$ cat src/design/assert_macros.svh
// Assertion macros shared by the fan triangulation RTL.
`ifndef ASSERT_MACROS_SVH
`define ASSERT_MACROS_SVH

// Clocked property check, disabled while reset is asserted.
`define FTFN_ASSERT(name, prop, msg) \
    name: assert property (@(posedge clk) disable iff (!rst_n) (prop)) else $error(msg);

// Same-cycle implication.
`define FTFN_ASSERT_IMP(name, ante, cons, msg) \
    name: assert property (@(posedge clk) disable iff (!rst_n) (ante) |-> (cons)) else $error(msg);

// Next-cycle implication.
`define FTFN_ASSERT_NXT(name, ante, cons, msg) \
    name: assert property (@(posedge clk) disable iff (!rst_n) (ante) |=> (cons)) else $error(msg);

`endif

$ cat src/design/ftfn_pkg.sv
// Shared types, widths and state codes for the fan triangulation block.
package ftfn_pkg;

    localparam int COORD_BITS       = 32;
    localparam int NORMAL_FRAC_BITS = 14;
    localparam int COLOR_BITS       = 32;
    localparam int NORMAL_BITS      = 16;
    localparam int KEEP_BITS        = 30;

    localparam int EDGE_W  = COORD_BITS + 1;
    localparam int MUL_W   = (EDGE_W > KEEP_BITS + 1) ? EDGE_W : KEEP_BITS + 1;
    localparam int PROD_W  = 2 * MUL_W;
    localparam int CROSS_W = 2 * EDGE_W + 1;
    localparam int SQ_W    = 2 * KEEP_BITS + 2;
    localparam int LEN_W   = KEEP_BITS + 1;
    localparam int NUM_W   = KEEP_BITS + NORMAL_FRAC_BITS + 2;
    localparam int Q_W     = NORMAL_FRAC_BITS + 1;
    localparam int NX_W    = Q_W + NORMAL_BITS;
    localparam int CNT_W   = $clog2(KEEP_BITS + NORMAL_FRAC_BITS + 2);

    localparam int IN_RAW  = 3 * COORD_BITS + COLOR_BITS;
    localparam int IN_W    = ((IN_RAW + 7) / 8) * 8;
    localparam int OUT_RAW = 3 * COORD_BITS + 3 * NORMAL_BITS + COLOR_BITS;
    localparam int OUT_W   = ((OUT_RAW + 7) / 8) * 8;

    typedef logic signed [COORD_BITS-1:0] coord_t;
    typedef logic [COLOR_BITS-1:0]        color_t;

    typedef struct packed {
        coord_t x;
        coord_t y;
        coord_t z;
    } vec_t;

    // One fan triangle handed from front to back.
    typedef struct packed {
        vec_t   apex;
        vec_t   prev;
        vec_t   cur;
        color_t apex_color;
        color_t prev_color;
        color_t cur_color;
    } job_t;

    typedef struct packed {
        logic full;
        logic empty;
    } queue_status_t;

    typedef enum logic [3:0] {
        ST_IDLE,
        ST_MUL,
        ST_ABS,
        ST_NORM,
        ST_SQR,
        ST_SQRT,
        ST_DIVLD,
        ST_DIV,
        ST_EMIT
    } back_state_t;

    typedef enum logic [1:0] {
        BEAT_APEX = 2'd0,
        BEAT_PREV = 2'd1,
        BEAT_CUR  = 2'd2
    } beat_t;

endpackage

$ cat src/design/ftfn_front.sv
// Front end: takes vertices, tracks the fan apex and previous vertex, queues triangles.
module ftfn_front (
    input  logic                  clk,
    input  logic                  rst_n,
    input  logic                  in_valid,
    output logic                  in_ready,
    input  logic                  in_start,
    input  ftfn_pkg::vec_t        in_pos,
    input  ftfn_pkg::color_t      in_color,
    input  ftfn_pkg::queue_status_t q_status,
    output logic                  push,
    output ftfn_pkg::job_t        push_job
);
    import ftfn_pkg::*;

    vec_t        apex_reg, apex_next;
    vec_t        prev_reg, prev_next;
    color_t      apex_color_reg, apex_color_next;
    color_t      prev_color_reg, prev_color_next;
    logic [1:0]  seen_reg, seen_next;
    logic        accept;
    logic        is_apex;

    assign in_ready = !q_status.full;
    assign accept   = in_valid && in_ready;
    assign is_apex  = in_start || (seen_reg == 2'd0);

    always_comb
    begin
        apex_next       = apex_reg;
        prev_next       = prev_reg;
        apex_color_next = apex_color_reg;
        prev_color_next = prev_color_reg;
        seen_next       = seen_reg;
        push            = 1'b0;
        if (accept)
        begin
            if (is_apex)
            begin
                apex_next       = in_pos;
                apex_color_next = in_color;
                seen_next       = 2'd1;
            end
            else
            begin
                push            = (seen_reg == 2'd2);
                prev_next       = in_pos;
                prev_color_next = in_color;
                seen_next       = 2'd2;
            end
        end
    end

    always_comb
    begin
        push_job.apex       = apex_reg;
        push_job.prev       = prev_reg;
        push_job.cur        = in_pos;
        push_job.apex_color = apex_color_reg;
        push_job.prev_color = prev_color_reg;
        push_job.cur_color  = in_color;
    end

    always_ff @(posedge clk or negedge rst_n)
    begin
        if (!rst_n)
        begin
            apex_reg       <= '0;
            prev_reg       <= '0;
            apex_color_reg <= '0;
            prev_color_reg <= '0;
            seen_reg       <= 2'd0;
        end
        else
        begin
            apex_reg       <= apex_next;
            prev_reg       <= prev_next;
            apex_color_reg <= apex_color_next;
            prev_color_reg <= prev_color_next;
            seen_reg       <= seen_next;
        end
    end

endmodule

$ cat config.mk
export PLATFORM = sky130hd
export DESIGN_NAME = ftfn_front
export DESIGN_NICKNAME = d
export VERILOG_FILES = /design/src/design/assert_macros.svh /design/src/design/ftfn_pkg.sv /design/src/design/ftfn_front.sv
export SDC_FILE = /design/constraint.sdc
export NUM_CORES = 1
export LEC_CHECK = 0
export ABC_CLOCK_PERIOD_IN_PS = 2780
export BUFFER_PORTS_ARGS = -buffer_cell sky130_fd_sc_hd__buf_2
export CAP_MARGIN = 20
export CORE_AREA = 2 2 205 207
export DETAILED_ROUTE_END_ITERATION = 8
export DIE_AREA = 0 0 207 209
export PLACE_DENSITY = 0.6
export SYNTH_ARGS = -nofsm -noshare
export SYNTH_HDL_FRONTEND = slang
export SYNTH_SLANG_ARGS = --single-unit
$ cat constraint.sdc
create_clock -name clk -period 2.78 [get_ports clk]
set_input_delay 0.278 -clock clk [delete_from_list [all_inputs] [get_ports clk]]
set_output_delay 0.278 -clock clk [all_outputs]
set_load 0.03 [all_outputs]
==> key figures <==
Detailed routing
  – DRT iter0 DRCs: 248
  – DRC viols: 0
  – Via density per instance: ~4.1
  – Routed wire length: 27580 µm
  – Antenna violation net count after detailed routing: 0
  – Drt first pass iters: 4
  – Post-detailed-route wirelength per cell: 15.71 µm
  – Total vias in the final route: 7201

STA
  – Final hold viol count: 0
  – Total Negative Setup Slacks: 0 ns
  – Worst rel slew slack: 0.6269
  – Layout Skew: 0.007593 ns
  – Setup-violating endpoint count in the final report: 0
  – Worst hold slack: around 0.036 ns
  – Final Slew Violations: 0
  – Highest achievable clock rate: between 400 and 500 MHz
  – Unrepaired setup endpoints after global routing: false
  – Period utilisation layout: 0.8351
  – Transition time of the tightest slew-check pin: ~0.56 ns
  – Post-layout min period: 2.321 ns
  – Crit path setup slack, layout: 0.4585 ns

Layout
  – Total Nets Final: 1333
  – Antenna fix cells: 0
  – Fraction of final layout cells with drive strength greater than 1: 0.6072
  – Post-synthesis to final-layout area growth: 41.22%
  – Number of standard cells in the final layout excluding fillers: 1756
  – Most used cells in the layout excluding fill and tap cells: 517 x sky130_fd_sc_hd__buf_2, 258 x sky130_fd_sc_hd__dfrtp_1, 158 x sky130_fd_sc_hd__mux2_2, 114 x sky130_fd_sc_hd__dlygate4sd3_1, 98 x sky130_fd_sc_hd__mux2_1
  – Leading cell type in the layout, fill and taps excluded: sky130_fd_sc_hd__buf_2
  – Largest register FFs: ~190

Worst setup path
  – Critical path startpoint: seen_reg[1]
  – Number of buffer and inverter stages on the critical path: 2
  – Cell-by-cell listing of the critical path: o21bai_1 -> nor3b_4 -> buf_12 -> and3b_1 -> buf_2
  – Worst reg2reg path endpoint: prev_color_reg[26]
  – Stage delay of the slowest cell on the critical path: 0.37 ns
  – Family with the most delay on the worst path: simple AND/OR/NAND/NOR gates
  – CP Depth: 5
  – Top fanout value on the critical path: 33
  – Critical path capture point: push
  – Reg2reg path depth: 5
  – Setup Crit Path Kind: reg -> out
  – Launch point of the worst reg-to-reg path: seen_reg[1]
  – Data required time at the worst endpoint: between 2 and 3 ns
  – Arr. time, crit path: 2.04 ns
  – Internal reg-to-reg setup slack: 0.85 ns
  – Nature of the critical path startpoint: flop
  – Critical Path Slowest Stage Cell: sky130_fd_sc_hd__dfrtp_1
  – Crit. End Element: primary output

Clock tree
  – Root buffer selected by CTS: sky130_fd_sc_hd__clkbuf_16
  – Worst skew pair latency: 0.53 ns
  – Longest Clk Path Bufs: 3
  – CTS tree: built
  – Sinks on Clock Net: 258
  – Total CTS buffers: 27
  – CTS HTree Levels: 1
  – Clock slew at the register clock pins of the worst setup and hold paths: 0.06 ns

Worst hold path
  – Class of the worst hold path: in -> reg
  – Cell depth of the worst min-delay path: 2

Floorplan
  – I/O pin count: 520
  – Die X: 207 µm
  – Placement row count: 75
  – Starting Density: 0.2558
  – Core region area: 41290 µm²
  – DIE AREA: 43260 µm²
  – Height of the die: 209 µm

Global routing
  – Met1 usage in global routing: 0.1383
  – Met3 routing resource usage after global routing: 0.03427
  – Pin count of the biggest net entering global routing: 74
  – Overflow left after global routing: 0
  – Total GRT Usage: 0.1218
  – Via count of the first global-routing pass: 7555
  – Antenna violations before repair: 1
  – Gr busiest metal: met2
  – Grt met2 use: 0.2198
  – Wire length of the first global-routing pass: about 42000 µm

Power
  – Design Power: 0.01301 W
  – Max VDD drop: 0.5702 mV
  – Power Density: around 870 nW/µm²
  – Leakage power summed over all cells: 7.238 nW

Place
  – Cell Count Post-Placement: 1595
  – Routability-driven placement congestion ratio: 0.7524
  – Pre-CTS setup slack: 0.7146 ns
  – Port Buffers: ~520
  – Placed wire-length estimate after detailed placement: 19190 µm

Logic synthesis
  – Post-synth net total: 813
  – Count of different cell masters after synthesis: 14
  – Yosys top cell by area: sky130_fd_sc_hd__dfrtp_1
  – Sequential share of the synthesized area: 0.6112
  – Yosys Warn Count: 0
  – Number of synthesized register bits: 258
  – Mean cell area of the mapped netlist: 15.56 µm²
  – Top cells by area, synth: sky130_fd_sc_hd__dfrtp_1 61%, sky130_fd_sc_hd__mux2_2 17%, sky130_fd_sc_hd__mux2_1 10%
  – Gate Count Post-Synth: 679
  – Post-synth top area share: 0.6112
  – Cell Area, Synth: 10560 µm²

Run
  – Max-cap violations: 0

Status
  – Outcome: finished clean
## per-stage QoR
| step | util | cell area, µm² |
|---|---|---|
| 6_report | 0.3613 | 14920 |
| 5_1_grt | 0.3613 | 14920 |
| 4_1_cts | 0.3613 | 14920 |
| 3_5_place_dp | 0.3127 | 12910 |
| 3_3_place_gp | 0.3127 | 12910 |
| 2_1_floorplan | - | 10560 |
## layout make-up
cell class	count	area [µm²]
fillers	3974	26370
well taps	539	674.4
inverters	1	3.754
repair buffers	647	3969
clock buffers	35	775.7
clock inverters	12	87.58
multi-input cells	264	2950
flip-flops and latches	258	6456
## report_power, final
| part | internal [W] | switching (W) |
|---|---|---|
| combinational | 0.00148 | 0.00299 |
| sequential | 0.00465 | 0.000414 |
| clock | 0.00204 | 0.00144 |
## kinds of logic after synthesis
family | Yosys count | share of synthesized area
flip-flops | 258 | 0.6112
multiplexers | 256 | 0.2729
buffers and inverters | 157 | 0.1108
AO/OA/AOI/OAI | 2 | 0.001422
AND/OR/NAND/NOR | 6 | 0.003672
## routing by layer
| layer | part of all wire | up-vias | wire length, µm |
|---|---|---|---|
| met4 | 0.030 | 0 | 827 |
| li1 | - | 3254 | - |
| met3 | 0.075 | 54 | 2058 |
| met2 | 0.51 | 346 | 14020 |
| met5 | 0 | - | 0 |
| met1 | 0.39 | 3547 | 10680 |
## cell usage after synthesis
cell type	n
sky130_fd_sc_hd__and3b_1	1
sky130_fd_sc_hd__nor3b_2	1
sky130_fd_sc_hd__mux2_2	158
sky130_fd_sc_hd__buf_4	129
sky130_fd_sc_hd__inv_1	1
sky130_fd_sc_hd__nor2_1	2
sky130_fd_sc_hd__buf_6	10
sky130_fd_sc_hd__buf_2	17
sky130_fd_sc_hd__dfrtp_1	258
sky130_fd_sc_hd__o21bai_1	1
sky130_fd_sc_hd__mux2_1	98
sky130_fd_sc_hd__nor2b_1	1
sky130_fd_sc_hd__nand2_1	1
sky130_fd_sc_hd__o21a_1	1
## repair_timing
item,4_1_cts,5_1_grt
hold buffers,114,0
resized for setup,0,0
hold endpoints to repair,282,0
endpoints found under the setup margin,0,0
setup buffers,0,0
## worst min-delay path by stage
stage               slack [ns]       start           endpoint
floorplan                -0.02       rst_n  apex_color_reg[0]
global placement          0.27       rst_n      push_job[245]
detailed placement        0.27       rst_n      push_job[332]
CTS                      0.001  in_pos[37]      push_job[229]
global route              0.01  in_pos[37]      push_job[229]
finish                    0.04  in_pos[37]      push_job[229]
Note: power is estimated with default switching activity, not from simulation.
