[config.mk]
export PLATFORM = sky130hd
export DESIGN_NAME = ftfn_queue
export DESIGN_NICKNAME = d
export VERILOG_FILES = /design/src/design/assert_macros.svh /design/src/design/ftfn_pkg.sv /design/src/design/ftfn_queue.sv
export SDC_FILE = /design/constraint.sdc
export NUM_CORES = 1
export LEC_CHECK = 0
export ABC_AREA = 1
export CAP_MARGIN = 20
export CELL_PAD_IN_SITES_DETAIL_PLACEMENT = 0
export CELL_PAD_IN_SITES_GLOBAL_PLACEMENT = 2
export CORE_AREA = 2 2 304 306
export DETAILED_ROUTE_END_ITERATION = 10
export DIE_AREA = 0 0 306 308
export DONT_BUFFER_PORTS = 1
export GPL_TIMING_DRIVEN = 1
export PLACE_DENSITY_LB_ADDON = 0.25
export SLEW_MARGIN = 10
export SYNTH_ARGS = -nofsm -noshare
export SYNTH_HDL_FRONTEND = slang
export SYNTH_SLANG_ARGS = --single-unit
[constraint.sdc]
create_clock -name clk -period 31 [get_ports clk]
set_input_delay 3.1 -clock clk [delete_from_list [all_inputs] [get_ports clk]]
set_output_delay 3.1 -clock clk [all_outputs]
set_load 0.005 [all_outputs]
[src/design/assert_macros.svh]
// Assertion macros shared by the fan triangulation RTL.
`ifndef ASSERT_MACROS_SVH
`define ASSERT_MACROS_SVH

// Clocked property check, disabled while reset is asserted.
`define FTFN_ASSERT(name, prop, msg) \
    name: assert property (@(posedge clk) disable iff (!rst_n) (prop)) else $error(msg);

// Same-cycle implication.
`define FTFN_ASSERT_IMP(name, ante, cons, msg) \
    name: assert property (@(posedge clk) disable iff (!rst_n) (ante) |-> (cons)) else $error(msg);

// Next-cycle implication.
`define FTFN_ASSERT_NXT(name, ante, cons, msg) \
    name: assert property (@(posedge clk) disable iff (!rst_n) (ante) |=> (cons)) else $error(msg);

`endif

[src/design/ftfn_pkg.sv]
// Shared types, widths and state codes for the fan triangulation block.
package ftfn_pkg;

    localparam int COORD_BITS       = 32;
    localparam int NORMAL_FRAC_BITS = 14;
    localparam int COLOR_BITS       = 32;
    localparam int NORMAL_BITS      = 16;
    localparam int KEEP_BITS        = 30;

    localparam int EDGE_W  = COORD_BITS + 1;
    localparam int MUL_W   = (EDGE_W > KEEP_BITS + 1) ? EDGE_W : KEEP_BITS + 1;
    localparam int PROD_W  = 2 * MUL_W;
    localparam int CROSS_W = 2 * EDGE_W + 1;
    localparam int SQ_W    = 2 * KEEP_BITS + 2;
    localparam int LEN_W   = KEEP_BITS + 1;
    localparam int NUM_W   = KEEP_BITS + NORMAL_FRAC_BITS + 2;
    localparam int Q_W     = NORMAL_FRAC_BITS + 1;
    localparam int NX_W    = Q_W + NORMAL_BITS;
    localparam int CNT_W   = $clog2(KEEP_BITS + NORMAL_FRAC_BITS + 2);

    localparam int IN_RAW  = 3 * COORD_BITS + COLOR_BITS;
    localparam int IN_W    = ((IN_RAW + 7) / 8) * 8;
    localparam int OUT_RAW = 3 * COORD_BITS + 3 * NORMAL_BITS + COLOR_BITS;
    localparam int OUT_W   = ((OUT_RAW + 7) / 8) * 8;

    typedef logic signed [COORD_BITS-1:0] coord_t;
    typedef logic [COLOR_BITS-1:0]        color_t;

    typedef struct packed {
        coord_t x;
        coord_t y;
        coord_t z;
    } vec_t;

    // One fan triangle handed from front to back.
    typedef struct packed {
        vec_t   apex;
        vec_t   prev;
        vec_t   cur;
        color_t apex_color;
        color_t prev_color;
        color_t cur_color;
    } job_t;

    typedef struct packed {
        logic full;
        logic empty;
    } queue_status_t;

    typedef enum logic [3:0] {
        ST_IDLE,
        ST_MUL,
        ST_ABS,
        ST_NORM,
        ST_SQR,
        ST_SQRT,
        ST_DIVLD,
        ST_DIV,
        ST_EMIT
    } back_state_t;

    typedef enum logic [1:0] {
        BEAT_APEX = 2'd0,
        BEAT_PREV = 2'd1,
        BEAT_CUR  = 2'd2
    } beat_t;

endpackage

[src/design/ftfn_queue.sv]
// Two-entry triangle queue between front and back.
module ftfn_queue (
    input  logic                    clk,
    input  logic                    rst_n,
    input  logic                    push,
    input  ftfn_pkg::job_t          push_job,
    input  logic                    pop,
    output ftfn_pkg::job_t          head_job,
    output ftfn_pkg::queue_status_t status
);
    import ftfn_pkg::*;

    job_t       mem [2];
    logic       wr_ptr_reg, wr_ptr_next;
    logic       rd_ptr_reg, rd_ptr_next;
    logic [1:0] count_reg, count_next;

    assign status.full  = (count_reg == 2'd2);
    assign status.empty = (count_reg == 2'd0);
    assign head_job     = mem[rd_ptr_reg];

    always_comb
    begin
        wr_ptr_next = push ? !wr_ptr_reg : wr_ptr_reg;
        rd_ptr_next = pop ? !rd_ptr_reg : rd_ptr_reg;
        count_next  = count_reg + 2'(push) - 2'(pop);
    end

    always_ff @(posedge clk)
    begin
        if (push)
        begin
            mem[wr_ptr_reg] <= push_job;
        end
    end

    always_ff @(posedge clk or negedge rst_n)
    begin
        if (!rst_n)
        begin
            wr_ptr_reg <= 1'b0;
            rd_ptr_reg <= 1'b0;
            count_reg  <= 2'd0;
        end
        else
        begin
            wr_ptr_reg <= wr_ptr_next;
            rd_ptr_reg <= rd_ptr_next;
            count_reg  <= count_next;
        end
    end

endmodule

==> summary.log <==
[sta] Worst-Margin Slew 1.068 ns
[critical_path] slowest stage delay, CP 1.06 ns
[floorplanning] die area 94,250 sq um
[placement] Place WS 24.57 ns
[floorplanning] die width 306 um
[critical_path] data required time at the worst endpoint 27.90 ns
[synthesis] Gate Count Post-Synth 2,030
[critical_path] reg-to-reg critical path startpoint wr_ptr_reg
[synthesis] EDFF count, synth 768
[placement] final weighted congestion of routability-driven global placement 0.7882
[critical_path] startpoint type of the worst setup path flip-flop
[cts] H-tree levels 3
[worst_hold_path] worst hold path class reg -> reg
[critical_path] top fanout value on the critical path 112
[floorplanning] Site Rows 111
[cells_and_area] number of nets in the finished design 2,441
[critical_path] data arrival time of the critical path 3.89 ns
[floorplanning] Initial Utilization 31.31%
[synthesis] post-synthesis net count 2,420
[sta] worst slew slack as a fraction of its limit 28.79%
[floorplanning] y dimension of the die 308 um
[cells_and_area] multi-input logic area 3452 sq um
[critical_path] CP Launch Point rd_ptr_reg
[drt] number of iterations in the first detailed-routing pass 5
[sta] Setup violations, final 0
[critical_path] cell at the slowest stage of the critical path sky130_fd_sc_hd__dfrtp_4
[global_routing] wire length of the first global-routing pass 97.74 mm
[sta] post-route minimum period 6.985 ns
[drt] routed vias 14,330
[drt] remaining antenna violation count 0
[sta] Final Skew 0.01389 ns
[synthesis] flops & latches, synth 772
[sta] accumulated negative setup slack 0 ns
[critical_path] element type at the critical path end primary output
[synthesis] sequential fraction of the synthesis area 81.33%
[drt] # DRC 0
[synthesis] Yosys top cell by area sky130_fd_sc_hd__edfxtp_1
[cells_and_area] Post-Layout Inst Area 32,550 sq um
[global_routing] total congestion overflow after global routing 0
[synthesis] fraction of registers with async set/reset 0.5181%
[global_routing] number of antenna violations at the first check in global routing 2
[global_routing] largest net degree at the start of global routing 200
[cells_and_area] total of fill cells in the finished design 8,672
[placement] Detailed Place HPWL 49.13 mm
[synthesis] Ys Warns 0
[cts] clock tree from TritonCTS done
[sta] post-layout worst setup margin 24.01 ns
[critical_path] kind of critical path reg -> out
[global_routing] combined global-route utilization of all metal layers 14.38%
[sta] Tcrit/Tclk final 22.53%
[cts] root cell of the clock tree sky130_fd_sc_hd__clkbuf_16
[synthesis] average cell area after synthesis 14.03 sq um
[sta] final-report hold violation count 0
[cells_and_area] relative area change from synthesis to final layout 14.30%
[run_status] result of the run completed
[cts] number of buffers on the longest clock path 3
[cts] CTS sink cnt 772
[sta] RSZ-0062 raised after global routing no
[critical_path] worst reg-to-reg path cell count 4
[synthesis] commonest cells in the netlist sky130_fd_sc_hd__edfxtp_1 (768), sky130_fd_sc_hd__inv_1 (391), sky130_fd_sc_hd__nand2_1 (390)
[synthesis] count leader, synth sky130_fd_sc_hd__edfxtp_1
[cts] post-cts repair resize count 0
[cells_and_area] Register Area 23,170 sq um
[synthesis] synthesized area 28,480 sq um
[placement] count of port buffers added during placement 0
[placement] placed standard-cell area 29,770 sq um
[pwr] leakage power 12.20 nW
[floorplanning] Top Ports 774
[cts] Post-CTS Setup Repair Bufs 0
[critical_path] worst reg2reg setup slack 27.54 ns
[cts] clock slew seen by the registers of the worst setup and hold paths 0.06 ns
[drt] detailed router's first-iteration violation count 955
[synthesis] Synth area leaders sky130_fd_sc_hd__edfxtp_1 (81%), sky130_fd_sc_hd__o21ai_0 (6.7%), sky130_fd_sc_hd__inv_1 (5.2%)
[cts] clock latency on the worst-skew pair 0.63 ns
[run] reported max-cap violation count 0
[global_routing] vias in the first global route 14,130
[critical_path] cell seen most often among critical-path stages sky130_fd_sc_hd__buf_4
[cells_and_area] proportion of layout cells with a drive suffix above 1 6.468%
[critical_path] critical path cell sequence buf_4, buf_4, o21ai_0
[cts] quantity of hold-fixing buffers added after cts 0
[cells_and_area] max reg flops 768
[synthesis] count of unique library cells instantiated by Yosys 12
[cts] TritonCTS Buffers 87
[drt] detailed-route wire length 70.28 mm
[critical_path] worst setup path endpoint head_job[337]
[synthesis] Most used DFF post-synth sky130_fd_sc_hd__edfxtp_1
[drt] routed length per placed instance 21.25 um
[pwr] power per standard cell area 94.20 nW/um^2
[sta] max frequency 143.2 MHz
[drt] mean number of vias per cell 4.331
[floorplanning] Core ar. 90,970 sq um
[synthesis] portion of synthesized cell area occupied by the leading cell type 80.98%
[critical_path] worst reg2reg endpoint mem[1][292]
[sta] Max Transition Viols Final 0
[pwr] Worst IR Drop VDD 0.05420 mV
==> worst min path at each step <==
| stage | cells past startpoint | slack, ns | from | to |
|---|---|---|---|---|
| floorplan | 1 | 0.46 | wr_ptr_reg | wr_ptr_reg |
| global placement | 1 | 0.53 | wr_ptr_reg | wr_ptr_reg |
| detailed placement | 1 | 0.54 | wr_ptr_reg | wr_ptr_reg |
| CTS | 1 | 0.57 | wr_ptr_reg | wr_ptr_reg |
| global route | 1 | 0.59 | wr_ptr_reg | wr_ptr_reg |
| finish | 1 | 0.56 | wr_ptr_reg | wr_ptr_reg |
==> cells in the final DEF (no fill, tap or decap) <==
| cell type | synthesis | routed |
|---|---|---|
| sky130_fd_sc_hd__o21ai_1 | 0 | 2 |
| sky130_fd_sc_hd__dfrtp_1 | 4 | 3 |
| sky130_fd_sc_hd__inv_1 | 391 | 390 |
| sky130_fd_sc_hd__inv_6 | 0 | 6 |
| sky130_fd_sc_hd__buf_12 | 0 | 5 |
| sky130_fd_sc_hd__clkinv_2 | 0 | 11 |
| sky130_fd_sc_hd__nor2_1 | 3 | 2 |
| sky130_fd_sc_hd__clkbuf_1 | 27 | 19 |
| sky130_fd_sc_hd__nand3_1 | 1 | 1 |
| sky130_fd_sc_hd__clkinv_1 | 0 | 20 |
| sky130_fd_sc_hd__xor2_1 | 2 | 2 |
| sky130_fd_sc_hd__inv_8 | 0 | 2 |
| sky130_fd_sc_hd__bufinv_16 | 0 | 9 |
| sky130_fd_sc_hd__buf_4 | 5 | 11 |
| sky130_fd_sc_hd__clkinvlp_4 | 0 | 1 |
| sky130_fd_sc_hd__diode_2 | 0 | 4 |
| sky130_fd_sc_hd__buf_6 | 0 | 1 |
| sky130_fd_sc_hd__dfrtp_4 | 0 | 1 |
| sky130_fd_sc_hd__nor2_4 | 0 | 1 |
| sky130_fd_sc_hd__o21ai_0 | 384 | 382 |
| sky130_fd_sc_hd__ha_1 | 2 | 2 |
| sky130_fd_sc_hd__clkbuf_16 | 0 | 89 |
| sky130_fd_sc_hd__nand2_1 | 390 | 390 |
| sky130_fd_sc_hd__edfxtp_1 | 768 | 768 |
==> per-layer routing <==
layer	GRT usage, %	up-vias	share of wire [%]
li1	-	6930	-
met1	12.31	6709	30
met2	25.96	551	53
met3	9.221	134	14
met4	6.335	4	3.3
met5	0	-	0.048
==> metrics by stage <==
stage	total power (W)	utilization, %	hold slack, ns	instances
after floorplan	0.001986	-	0.4634	2030
after global placement	0.002108	32.67	0.5331	3145
after detailed placement	0.002125	32.73	0.5367	3148
after CTS	0.003134	35.77	0.5745	3304
after global routing	0.003249	35.77	0.5854	3304
final	0.003066	35.78	0.5580	3308
==> layout make-up <==
| type | instances | area share, % |
|---|---|---|
| sequential | 772 | 71.17 |
| multi-input combinational | 782 | 10.61 |
| clock buffer | 108 | 7.061 |
| tap | 1186 | 4.559 |
| inverter | 391 | 4.532 |
| clock inverter | 48 | 1.449 |
| timing repair buffer | 17 | 0.5958 |
| antenna | 4 | 0.03075 |
==> report_power, final <==
part | switching, W | internal [W]
Clock | 0.000397 | 0.000600
Combinational | 0.000502 | 0.000119
Sequential | 0.0000608 | 0.00139
Total | 0.000960 | 0.00211
==> worst max-delay path, delay by kind of cell (launching register included) <==
kind / cells / cell delay [ns]
AOI/OAI and AO/OA: 1 / 0.43
buffers and inverters: 2 / 1.62
DFF: 1 / 1.06
==> cell families (layout without fill, tap and decap cells) <==
group	after synthesis	count (layout)	share of synthesized area, %
AO/OA/AOI/OAI	384	384	6.748
flip-flops	772	772	81.33
XOR/XNOR	2	2	0.06152
AND/OR/NAND/NOR	394	394	5.197
buffers and inverters	476	564	6.573
other	0	4	0
adder cells (fa/ha/maj)	2	2	0.08786
(Power assumes the default switching activity.)
